$ cat config.mk
export PLATFORM = sky130hd
export DESIGN_NAME = trickle_retransmit_timer
export DESIGN_NICKNAME = d
export VERILOG_FILES = /design/src/trt_pkg.sv /design/src/trickle_retransmit_timer.sv /design/src/trt_divider.sv
export VERILOG_INCLUDE_DIRS = /design/src /design/src/src
export SDC_FILE = /design/constraint.sdc
export NUM_CORES = 2
export LEC_CHECK = 0
export BUFFER_PORTS_ARGS = -buffer_cell sky130_fd_sc_hd__buf_4
export CORE_MARGIN = 1.5
export CORE_UTILIZATION = 68
export DETAILED_ROUTE_END_ITERATION = 8
export PLACE_DENSITY = 0.85
export SETUP_SLACK_MARGIN = 0.4
export SLEW_MARGIN = 20
export SYNTH_ARGS = -nofsm -noshare
export SYNTH_HDL_FRONTEND = slang
export SYNTH_HIERARCHICAL = 1
export SYNTH_SLANG_ARGS = --single-unit
export TNS_END_PERCENT = 5
$ cat constraint.sdc
create_clock -name clk_i -period 20.3 [get_ports clk_i]
set_input_delay 3.045 -clock clk_i [delete_from_list [all_inputs] [get_ports clk_i]]
set_output_delay 3.045 -clock clk_i [all_outputs]
set_load 0.05 [all_outputs]
$ cat src/trickle_retransmit_timer_defines.svh
// assertion macros for the trickle retransmit timer
`ifndef TRICKLE_RETRANSMIT_TIMER_DEFINES_SVH
`define TRICKLE_RETRANSMIT_TIMER_DEFINES_SVH
`ifndef ASSERT_OFF
`define TRT_ASSERT(lbl, clk, rstn, prop) \
  lbl: assert property (@(posedge clk) disable iff (!rstn) prop) else $error("assertion failed");
`define TRT_ASSERT_RST(lbl, clk, prop) \
  lbl: assert property (@(posedge clk) prop) else $error("assertion failed");
`else
`define TRT_ASSERT(lbl, clk, rstn, prop)
`define TRT_ASSERT_RST(lbl, clk, prop)
`endif
`endif

$ cat src/trt_pkg.sv
// package for the trickle retransmit timer: payload types, request codes, config indices, defaults
package trt_pkg;
  localparam int NumInstancesDef = 16;
  localparam int PoolBytesDef = 64;

  localparam logic [3:0] ReqTick     = 4'd0;
  localparam logic [3:0] ReqSetTime  = 4'd1;
  localparam logic [3:0] ReqLoadRand = 4'd2;
  localparam logic [3:0] ReqInit     = 4'd3;
  localparam logic [3:0] ReqConsist  = 4'd4;
  localparam logic [3:0] ReqInconsis = 4'd5;
  localparam logic [3:0] ReqReset    = 4'd6;
  localparam logic [3:0] ReqTxDone   = 4'd7;
  localparam logic [3:0] ReqStep     = 4'd8;

  localparam logic [1:0] CfgIntervalMin = 2'd0;
  localparam logic [1:0] CfgCapFactor   = 2'd1;
  localparam logic [1:0] CfgRedundancy  = 2'd2;

  typedef struct packed {
    logic [3:0]  req_type;
    logic [3:0]  instance_index;
    logic [31:0] time_value;
    logic [7:0]  random_byte;
  } req_t;

  typedef struct packed {
    logic        do_tx;
    logic [31:0] next_deadline;
    logic [31:0] current_time;
  } rsp_t;
endpackage

$ cat src/trickle_retransmit_timer.sv
// top level of the trickle retransmit timer table
//
// Requests enter on req_valid_i/req_stall_o with payload req_i; one response
// per request leaves on rsp_valid_o/rsp_stall_i with payload rsp_o.
// Configuration writes use cfg_valid_i/cfg_ready_o, cfg_index_i, cfg_data_i,
// and are taken only while no request is in flight.
// Requests that do not start an interval pass from StExec to StOut. Interval
// starts (init, reset, accepted inconsistent receive, step at interval end)
// read four pool bytes one per cycle and then, when half the new length is
// not zero, compute the remainder in the shared divider.
// One request at a time; StOut holds the response until the receiver stops
// stalling, and the next request is taken meanwhile only after the response
// has left.
// Reset clears time, pool pointer, the instance table and the pool. The
// pool and the table are cleared by valid bits, so no clearing pass runs.
module trickle_retransmit_timer #(
  parameter int NumInstances = trt_pkg::NumInstancesDef,
  parameter int PoolBytes    = trt_pkg::PoolBytesDef
) (
  input  logic          clk_i,
  input  logic          rst_ni,
  input  logic          req_valid_i,
  output logic          req_stall_o,
  input  trt_pkg::req_t req_i,
  output logic          rsp_valid_o,
  input  logic          rsp_stall_i,
  output trt_pkg::rsp_t rsp_o,
  input  logic          cfg_valid_i,
  output logic          cfg_ready_o,
  input  logic [1:0]    cfg_index_i,
  input  logic [15:0]   cfg_data_i
);
  `include "trickle_retransmit_timer_defines.svh"

  localparam int IW = (NumInstances > 1) ? $clog2(NumInstances) : 1;
  localparam int PW = $clog2(PoolBytes);

  localparam logic [2:0] StIdle = 3'd0;
  localparam logic [2:0] StExec = 3'd1;
  localparam logic [2:0] StPool = 3'd2;
  localparam logic [2:0] StDiv  = 3'd3;
  localparam logic [2:0] StWait = 3'd4;
  localparam logic [2:0] StFin  = 3'd5;
  localparam logic [2:0] StOut  = 3'd6;

  logic [2:0]  state_q, state_d;
  trt_pkg::req_t req_q;
  logic        in_range;
  logic [IW-1:0] idx;

  logic [15:0] imin_q, capf_q;
  logic [7:0]  red_q;
  logic [31:0] gtime_q;
  logic [PW-1:0] pptr_q;

  logic [31:0] len_r [NumInstances];
  logic [31:0] txp_r [NumInstances];
  logic [31:0] iend_r [NumInstances];
  logic [7:0]  cnt_r [NumInstances];
  logic [NumInstances-1:0] done_r;
  logic [NumInstances-1:0] ivalid_q;

  logic [7:0]  pool_mem [PoolBytes];
  logic [PoolBytes-1:0] pvalid_q;
  logic [7:0]  pool_rd_q;
  logic        pool_rv_q;
  logic [2:0]  pcnt_q;
  logic [31:0] rnd_q;

  logic [31:0] cur_len, cur_txp, cur_iend, new_len, half;
  logic [7:0]  cur_cnt;
  logic        cur_done, tx_q, div_start, div_done;
  logic [31:0] div_rem;
  logic [31:0] cap;

  assign idx      = req_q.instance_index[IW-1:0];
  assign in_range = {28'd0, req_q.instance_index} < 32'(NumInstances);
  assign cur_len  = ivalid_q[idx] ? len_r[idx] : '0;
  assign cur_txp  = ivalid_q[idx] ? txp_r[idx] : '0;
  assign cur_iend = ivalid_q[idx] ? iend_r[idx] : '0;
  assign cur_cnt  = ivalid_q[idx] ? cnt_r[idx] : '0;
  assign cur_done = ivalid_q[idx] & done_r[idx];
  assign half     = {1'b0, new_len[31:1]};
  assign cap      = 32'(imin_q) * 32'(capf_q);

  trt_divider u_div (
    .clk_i      (clk_i),
    .rst_ni     (rst_ni),
    .start_i    (div_start),
    .dividend_i (rnd_q),
    .divisor_i  (half),
    .done_o     (div_done),
    .rem_o      (div_rem)
  );

  logic start_iv;
  logic [31:0] len_sel;

  assign req_stall_o = (state_q != StIdle);
  assign cfg_ready_o = (state_q == StIdle);
  assign rsp_valid_o = (state_q == StOut);
  // all four random bytes are in rnd_q once the pool phase has ended
  assign div_start   = (state_q == StDiv);

  always_comb begin
    state_d = state_q;
    case (state_q)
      StIdle: if (req_valid_i) state_d = StExec;
      StExec: state_d = start_iv ? StPool : StOut;
      StPool: if (pcnt_q == 3'd4) state_d = (half != 0) ? StDiv : StFin;
      StDiv:  state_d = StWait;
      StWait: if (div_done) state_d = StFin;
      StFin:  state_d = StOut;
      StOut:  if (!rsp_stall_i) state_d = StIdle;
      default: state_d = StIdle;
    endcase
  end

  always_comb begin
    start_iv = 1'b0;
    len_sel  = cur_len;
    if (in_range) begin
      case (req_q.req_type)
        trt_pkg::ReqInit: begin
          start_iv = 1'b1;
          len_sel  = {15'd0, imin_q, 1'b0};
        end
        trt_pkg::ReqInconsis: if (cur_len > {16'd0, imin_q}) begin
          start_iv = 1'b1;
          len_sel  = {16'd0, imin_q};
        end
        trt_pkg::ReqReset: begin
          start_iv = 1'b1;
          len_sel  = {16'd0, imin_q};
        end
        trt_pkg::ReqStep: if (cur_done && cur_iend <= gtime_q) begin
          start_iv = 1'b1;
          len_sel  = ({cur_len, 1'b0} < {1'b0, cap}) ? {cur_len[30:0], 1'b0} : cap;
        end
        default: start_iv = 1'b0;
      endcase
    end
  end

  // instance update for requests that do not start an interval
  logic       tx_nx;
  logic [7:0] cnt_nx;
  logic       done_nx;
  always_comb begin
    tx_nx   = 1'b0;
    cnt_nx  = cur_cnt;
    done_nx = cur_done;
    case (req_q.req_type)
      trt_pkg::ReqConsist: cnt_nx = (cur_cnt == 8'hFF) ? cur_cnt : cur_cnt + 8'd1;
      trt_pkg::ReqTxDone:  done_nx = 1'b1;
      trt_pkg::ReqStep: if (!cur_done && cur_txp <= gtime_q) begin
        if (cur_cnt < red_q) tx_nx = 1'b1;
        else done_nx = 1'b1;
      end
      default: ;
    endcase
  end

  always_ff @(posedge clk_i or negedge rst_ni) begin
    if (!rst_ni) begin
      state_q  <= StIdle;
      imin_q   <= 16'd2;
      capf_q   <= 16'd1;
      red_q    <= 8'd3;
      gtime_q  <= '0;
      pptr_q   <= '0;
      ivalid_q <= '0;
      pvalid_q <= '0;
      pcnt_q   <= '0;
      pool_rv_q <= 1'b0;
    end else begin
      state_q <= state_d;
      if (cfg_valid_i && cfg_ready_o) begin
        case (cfg_index_i)
          trt_pkg::CfgIntervalMin: imin_q <= (cfg_data_i < 16'd2) ? 16'd2 : cfg_data_i;
          trt_pkg::CfgCapFactor:   capf_q <= (cfg_data_i == 16'd0) ? 16'd1 : cfg_data_i;
          trt_pkg::CfgRedundancy:  red_q  <= cfg_data_i[7:0];
          default: ;
        endcase
      end
      pool_rv_q <= pvalid_q[pptr_q];
      if (state_q == StExec) begin
        pcnt_q <= '0;
        case (req_q.req_type)
          trt_pkg::ReqTick:    gtime_q <= gtime_q + 32'd1;
          trt_pkg::ReqSetTime: gtime_q <= req_q.time_value;
          trt_pkg::ReqLoadRand: begin
            pvalid_q[pptr_q] <= 1'b1;
            pptr_q <= (pptr_q == PW'(PoolBytes - 1)) ? '0 : pptr_q + PW'(1);
          end
          default: ;
        endcase
        if (in_range && !start_iv) begin
          if (!ivalid_q[idx]) ivalid_q[idx] <= 1'b1;
        end
      end
      if (state_q == StPool && pcnt_q != 3'd4) begin
        pcnt_q <= pcnt_q + 3'd1;
        pptr_q <= (pptr_q == PW'(PoolBytes - 1)) ? '0 : pptr_q + PW'(1);
      end
      if (state_q == StFin) ivalid_q[idx] <= 1'b1;
    end
  end

  // pool write on load, and registered pool read: data arrives in the cycle after its address
  always_ff @(posedge clk_i) begin
    pool_rd_q <= pool_mem[pptr_q];
    if (state_q == StExec && req_q.req_type == trt_pkg::ReqLoadRand)
      pool_mem[pptr_q] <= req_q.random_byte;
  end

  always_ff @(posedge clk_i) begin
    if (state_q == StIdle && req_valid_i) req_q <= req_i;
    if (state_q == StExec) begin
      tx_q    <= in_range && tx_nx;
      new_len <= len_sel;
      rnd_q   <= '0;
      if (in_range && !start_iv) begin
        if (!ivalid_q[idx]) begin
          len_r[idx] <= '0; txp_r[idx] <= '0; iend_r[idx] <= '0;
        end
        cnt_r[idx]  <= cnt_nx;
        done_r[idx] <= done_nx;
      end
    end
    // byte read in the previous cycle shifts in from the top
    if (state_q == StPool && pcnt_q != 3'd0)
      rnd_q <= {(pool_rv_q ? pool_rd_q : 8'd0), rnd_q[31:8]};
    if (state_q == StFin) begin
      len_r[idx]  <= new_len;
      cnt_r[idx]  <= '0;
      done_r[idx] <= 1'b0;
      iend_r[idx] <= gtime_q + new_len;
      txp_r[idx]  <= gtime_q + half + ((half != 0) ? div_rem : 32'd0);
    end
  end

  always_comb begin
    rsp_o.do_tx = tx_q;
    rsp_o.current_time = gtime_q;
    rsp_o.next_deadline = in_range ? (cur_done ? cur_iend : cur_txp) : 32'd0;
  end

  `TRT_ASSERT(a_one_at_a_time, clk_i, rst_ni, rsp_valid_o |-> req_stall_o)
  `TRT_ASSERT(a_rsp_hold, clk_i, rst_ni, (rsp_valid_o && rsp_stall_i) |=> rsp_valid_o)
  `TRT_ASSERT(a_cfg_idle, clk_i, rst_ni, cfg_ready_o |-> !rsp_valid_o)
endmodule

$ cat src/trt_divider.sv
// iterative 32-bit remainder unit, one quotient bit per cycle
module trt_divider (
  input  logic        clk_i,
  input  logic        rst_ni,
  input  logic        start_i,
  input  logic [31:0] dividend_i,
  input  logic [31:0] divisor_i,
  output logic        done_o,
  output logic [31:0] rem_o
);
  logic [31:0] rem_q, rem_d, quo_q, quo_d, div_q;
  logic [5:0]  cnt_q, cnt_d;
  logic        busy_q, busy_d, done_q, done_d;
  logic [32:0] trial;

  always_comb begin
    rem_d  = rem_q;
    quo_d  = quo_q;
    cnt_d  = cnt_q;
    busy_d = busy_q;
    done_d = 1'b0;
    trial  = {rem_q, quo_q[31]} - {1'b0, div_q};
    if (start_i) begin
      rem_d  = '0;
      quo_d  = dividend_i;
      cnt_d  = 6'd0;
      busy_d = 1'b1;
    end else if (busy_q) begin
      quo_d = {quo_q[30:0], 1'b0};
      if (!trial[32]) rem_d = trial[31:0];
      else rem_d = {rem_q[30:0], quo_q[31]};
      cnt_d = cnt_q + 6'd1;
      if (cnt_q == 6'd31) begin
        busy_d = 1'b0;
        done_d = 1'b1;
      end
    end
  end

  always_ff @(posedge clk_i or negedge rst_ni) begin
    if (!rst_ni) begin
      busy_q <= 1'b0;
      done_q <= 1'b0;
      cnt_q  <= '0;
    end else begin
      busy_q <= busy_d;
      done_q <= done_d;
      cnt_q  <= cnt_d;
    end
  end

  always_ff @(posedge clk_i) begin
    rem_q <= rem_d;
    quo_q <= quo_d;
    if (start_i) div_q <= divisor_i;
  end

  assign done_o = done_q;
  assign rem_o  = rem_q;
endmodule

-- Yosys cells after proc, flatten, opt, wreduce, memory -nomap -nowiden
Memory sizes are Yosys's and may differ from the RTL's. A register that Yosys moved wholly into a read port is not among the register bits.
Cells that the tools add are included.
- add/sub/neg operators: 9
- multipliers: 1
- order comparisons: 10
- equal/unequal tests: 25
- mux-type cells: 86
- bitwise operators: 10
- reduce and logical (&&, ||, !) cells: 31
- operators by type and width (cell ; number):
    two-way mux 32 bit ; 16
    two-way mux 16 bit ; 9
    case mux 32 bit (4 select lines) ; 1
    adder 32 bit ; 2
    <= comparator 32 bit ; 2
    OR 64 bit ; 1
    case mux 32 bit (2 select lines) ; 1
    two-way mux 8 bit ; 5
    two-way mux 6 bit ; 6
    < comparator 33 x 32 -> 1 bit ; 1
    subtractor 33 x 31 -> 33 bit ; 1
    adder 32 x 1 -> 32 bit, second input constant ; 1
    adder 32 x 31 -> 32 bit ; 1
    greater-than comparator 32 x 16 -> 1 bit ; 1
    multiplier 16 x 16 -> 32 bit ; 1
    OR 16 bit ; 2
    nonzero test 32 bit ; 1
    two-way mux 1 bit ; 27
    two-way mux 3 bit ; 8
    case mux 3 bit (7 select lines) ; 1
    AND 16 bit ; 1
    bitwise mux 16 bit ; 1
    equality test 4 x 3 -> 1 bit, second input constant ; 4
    logical NOT 16 bit ; 1
    other kinds (43) ; 77
- flip-flop bits (word level): 397
- RAM bits: 2176
- input port bits: 71
- memories kept: 5
- memory list (memory ; depth ; bits a word ; read ports ; clocked after memory_dff ; write ports ; RTL line ; text):
    iend_r ; 16 ; 32 ; 1 ; 1 ; 1 ; trickle_retransmit_timer.sv:58 ; logic [31:0] iend_r [NumInstances];
    len_r ; 16 ; 32 ; 1 ; 1 ; 1 ; trickle_retransmit_timer.sv:56 ; logic [31:0] len_r [NumInstances];
    pool_mem ; 64 ; 8 ; 1 ; 1 ; 1 ; trickle_retransmit_timer.sv:63 ; logic [7:0] pool_mem [PoolBytes];
    txp_r ; 16 ; 32 ; 1 ; 1 ; 1 ; trickle_retransmit_timer.sv:57 ; logic [31:0] txp_r [NumInstances];
    cnt_r ; 16 ; 8 ; 1 ; 1 ; 1 ; trickle_retransmit_timer.sv:59 ; logic [7:0] cnt_r [NumInstances];

-- Logic depth before layout (Yosys ltp)
- depth in word-level cells: 12
- depth in mapped cells: 35
- depth with buffers taken out: 32

-- Cells and area by module
Netlist, hierarchy kept.
- modules (own cells, without submodules) (module ; instances ; cells an instance ; area each (µm²) ; seq. area each (µm²)):
    trickle_retransmit_timer ; 1 ; 6634 ; 110671.1 ; 73430.4
    trt_divider ; 1 ; 553 ; 5869.4 ; 2762.6

-- Least setup slack after synthesis
Ideal clock, no wire load.
- kind: register to register
- start: register with a tool-made name
- end: memory iend_r[12][0] (enable)
- setup time: 0.553 ns
- arrival: 8.909 ns
- setup slack: 10.838 ns
- cell stages (with the launch flop): 18
- path buffers: 6
- path through: dfxtp_1 buf_4 buf_4 buf_4 buf_2 clkbuf_1 buf_1 mux4_2 mux4_2 and2_1 ha_1 nand4_1 nor4_1 a21oi_1 o21ai_1 o2111a_4 o21ai_2 nor2_1
- RTL lines (what ; RTL line):
    end: declaration ; trickle_retransmit_timer.sv:58

==> impl_metrics.yaml <==
status:
  status: "finished with violations"
  violations: "design-rule violations"
logic_synthesis:
  synth_area_leaders: "edfxtp_1, mux4_2, fa_1, dfrtp_1, ha_1"
  synth_top_area_share: 0.606
  ys_async_sr_fraction: 0.0669
  syn_area_um2: 117000
  synth.net_count: 7807
  synth_top_area_cell: "edfxtp_1"
  synth_area_per_cell_um2: 16.2
  synth-main-ff-cell: "edfxtp_1"
  synthCells: 7187
  ys_seq_area_frac: 0.654
  yosysUniqueCellTypes: 87
  yosysWarnings: 6
  synth_edf_count: 2353
  ys_ff_latch: 2586
power_and_ir_drop:
  ir_drop_mv: 0.315
  power.total_w: 0.0202
  leakagePower_nw: 47.8
  p_per_area_nw_per_um2: 158
timing:
  period_needed_ps: 9990
  tightest_slew_ps: 1200
  finalSetupViolations: 0
  rsz0062_at_grt: "false"
  finClkSkew_ps: 63.1
  slew_viol_final: 0
  tns_ps: 0
  period_share: 0.492
  hold_viol_final: 0
  relSlewSlack: 0.194
  fmax_mhz: 100
die:
  dieArea_um2: 174000
  ioPinCount: 139
  start_util: 0.686
  rows: 151
  die_h_um: 417
  die_w_um: 417
  fp.coreArea_um2: 170000
route:
  final_antenna_net_count: 0
  vias: 70700
  avgViaCountPerCell: 7.25
  dr.pass1.iters: 9
  routedWlPerCell_um: 32.9
  drc: 1
  wl_um: 320000
  drt_iter0_markers: 11100
setup_path:
  reg2reg_slack_ps: 10310
  cp_max_fo: 85
  ff2ff_path_depth: 16
  cp-end-kind: "flop"
  crit_arrival_ps: 10500
  r2r_end: "iend_r[2][1]$_DFFE_PP_"
  start_kind: "flop"
  criticalPathCategory: "flop to flop"
  required_ps: 20810
clock_network:
  cts_hold_buf: 0
  cts_buffer_depth: 3
  clockRootBuffer: "clkbuf_16"
  clk_transition_reported_paths_ps: 60
  tritoncts: "yes"
  cts_num_sinks: 2586
  postCtsSetupRepairBufs: 0
  clk_latency_ps: 920
  cts_buffers: 237
  cts_resized: 0
  h-tree-depth: 4
layout:
  syn2layout_area_growth_pct: 9.83
  final_common_cell: "edfxtp_1"
  stdcell_count: 9745
  final.fill_count: 8874
  nNetsFinal: 7930
  layout_common_cells: "edfxtp_1, mux4_2, inv_1"
  drive_gt1_frac: 0.183
  post-route-util: 0.754
min_path:
  worstHoldStart: "ivalid_q[15]$_DFF_PN0_"
  hold_depth: 1
  holdPathEnd: "ivalid_q[15]$_DFF_PN0_"
  hold_class: "flop to flop"
global_routing:
  grt_max_degree: 121
  grt_pass1_vias: 71500
  grt_first_pass_wirelength_um: 469000
  gr-usage-all-layers: 0.372
  grt_remaining_overflow: 0
  grt_antenna_before_repair: 9
flow_run:
  cap_violations: 0
placement:
  place_congestion: 0.939
  dp_hpwl_um: 187000
  io_buffers: 138
  placedCellCount: 9289
==> worst max-delay path by stage <==
stage	endpoint	start	slack, ps
5_1_grt	iend_r[2][1]$_DFFE_PP_	flop	9970
3_5_place_dp	len_r[2][2]$_DFFE_PP_	flop	10650
2_1_floorplan	iend_r[12][0]$_DFFE_PP_	flop	10840
3_3_place_gp	len_r[2][2]$_DFFE_PP_	flop	10400
4_1_cts	iend_r[2][1]$_DFFE_PP_	flop	10490
6_report	iend_r[2][1]$_DFFE_PP_	flop	10310
==> stage by stage <==
| step | setup WS [ps] | hold WS [ps] | area [µm²] |
|---|---|---|---|
| 2_1_floorplan | 10840 | 422 | 117000 |
| 3_3_place_gp | 10400 | 442 | 120000 |
| 3_5_place_dp | 10650 | 448 | 120000 |
| 4_1_cts | 10490 | 461 | 128000 |
| 5_1_grt | 9970 | 480 | 128000 |
| 6_report | 10310 | 466 | 128000 |
==> cell usage after synthesis (45+ instances only) <==
library cell     n
a211oi_1        45
a21o_1          81
a21oi_1        204
a221oi_1        47
a22o_1          54
a22oi_1        245
and2_1         227
and3_1          70
buf_1           64
clkbuf_1       243
dfrtp_1        169
dfxtp_1         60
edfxtp_1      2353
fa_1           228
ha_1           321
inv_1          392
mux2_2          96
mux2i_1         60
mux4_2         511
nand2_1        392
nand3_1         67
nand4_1        107
nor2_1         308
nor2b_1         60
o21ai_0        142
or2_2           75
xnor2_1         65
xor2_1          53
==> where the power goes <==
group | switching [W] | internal, W | total (W)
Sequential | 0.000419 | 0.00617 | 0.00659
Combinational | 0.00552 | 0.00351 | 0.00903
Clock | 0.00204 | 0.00252 | 0.00456
==> critical path: stages (launching register included) <==
cell and delay [ps]:
dfxtp_4 840, buf_4 700, buf_12 540, buf_4 730
mux4_2 600, mux4_2 460, and2_1 190, ha_1 340
nand4_1 140, nor4_1 740, a21oi_1 330, o21ai_2 770
o2111a_4 500, o21ai_2 280, nor2_4 170, buf_4 810
buf_4 930
==> cell type report <==
cell class | instances | area (µm²) | area share
flip-flops and latches | 2586 | 76200 | 0.595
multi-input cells | 3845 | 37700 | 0.294
clock buffers | 300 | 6390 | 0.0499
well taps | 2218 | 2780 | 0.0217
repair buffers | 248 | 1950 | 0.0152
clock inverters | 150 | 1500 | 0.0117
inverters | 392 | 1470 | 0.0115
diodes | 6 | 15.0 | 0.000117
==> registers in the layout, indices dropped and copies added, names as in the netlist, 44 cells and up, named ones only <==
signal and cells:
pvalid_q 64, iend_r 512, pool_mem 512, txp_r 512, req_q 44, cnt_r 128, len_r 512
==> per-layer routing <==
metal | vias to the layer above | track usage | wire, µm
li1 | 28100 | - | -
met1 | 35300 | 0.490 | 107000
met2 | 6008 | 0.593 | 153000
met3 | 1246 | 0.0787 | 40500
met4 | 6 | 0.192 | 20900
met5 | - | 0 | 40
==> cells by family (layout without fill, tap and decap cells) <==
group / Yosys count / count (layout) / synth area share
flops: 2586 / 2586 / 0.654
other cells: 1 / 7 / 0.0000322
compound gates: 1061 / 1061 / 0.0626
simple gates: 1448 / 1448 / 0.0622
xor+xnor: 119 / 119 / 0.00910
buf+inv: 756 / 1090 / 0.0254
mux: 667 / 667 / 0.113
fa+ha+maj: 549 / 549 / 0.0736
Power figures use the tool's default switching activity.
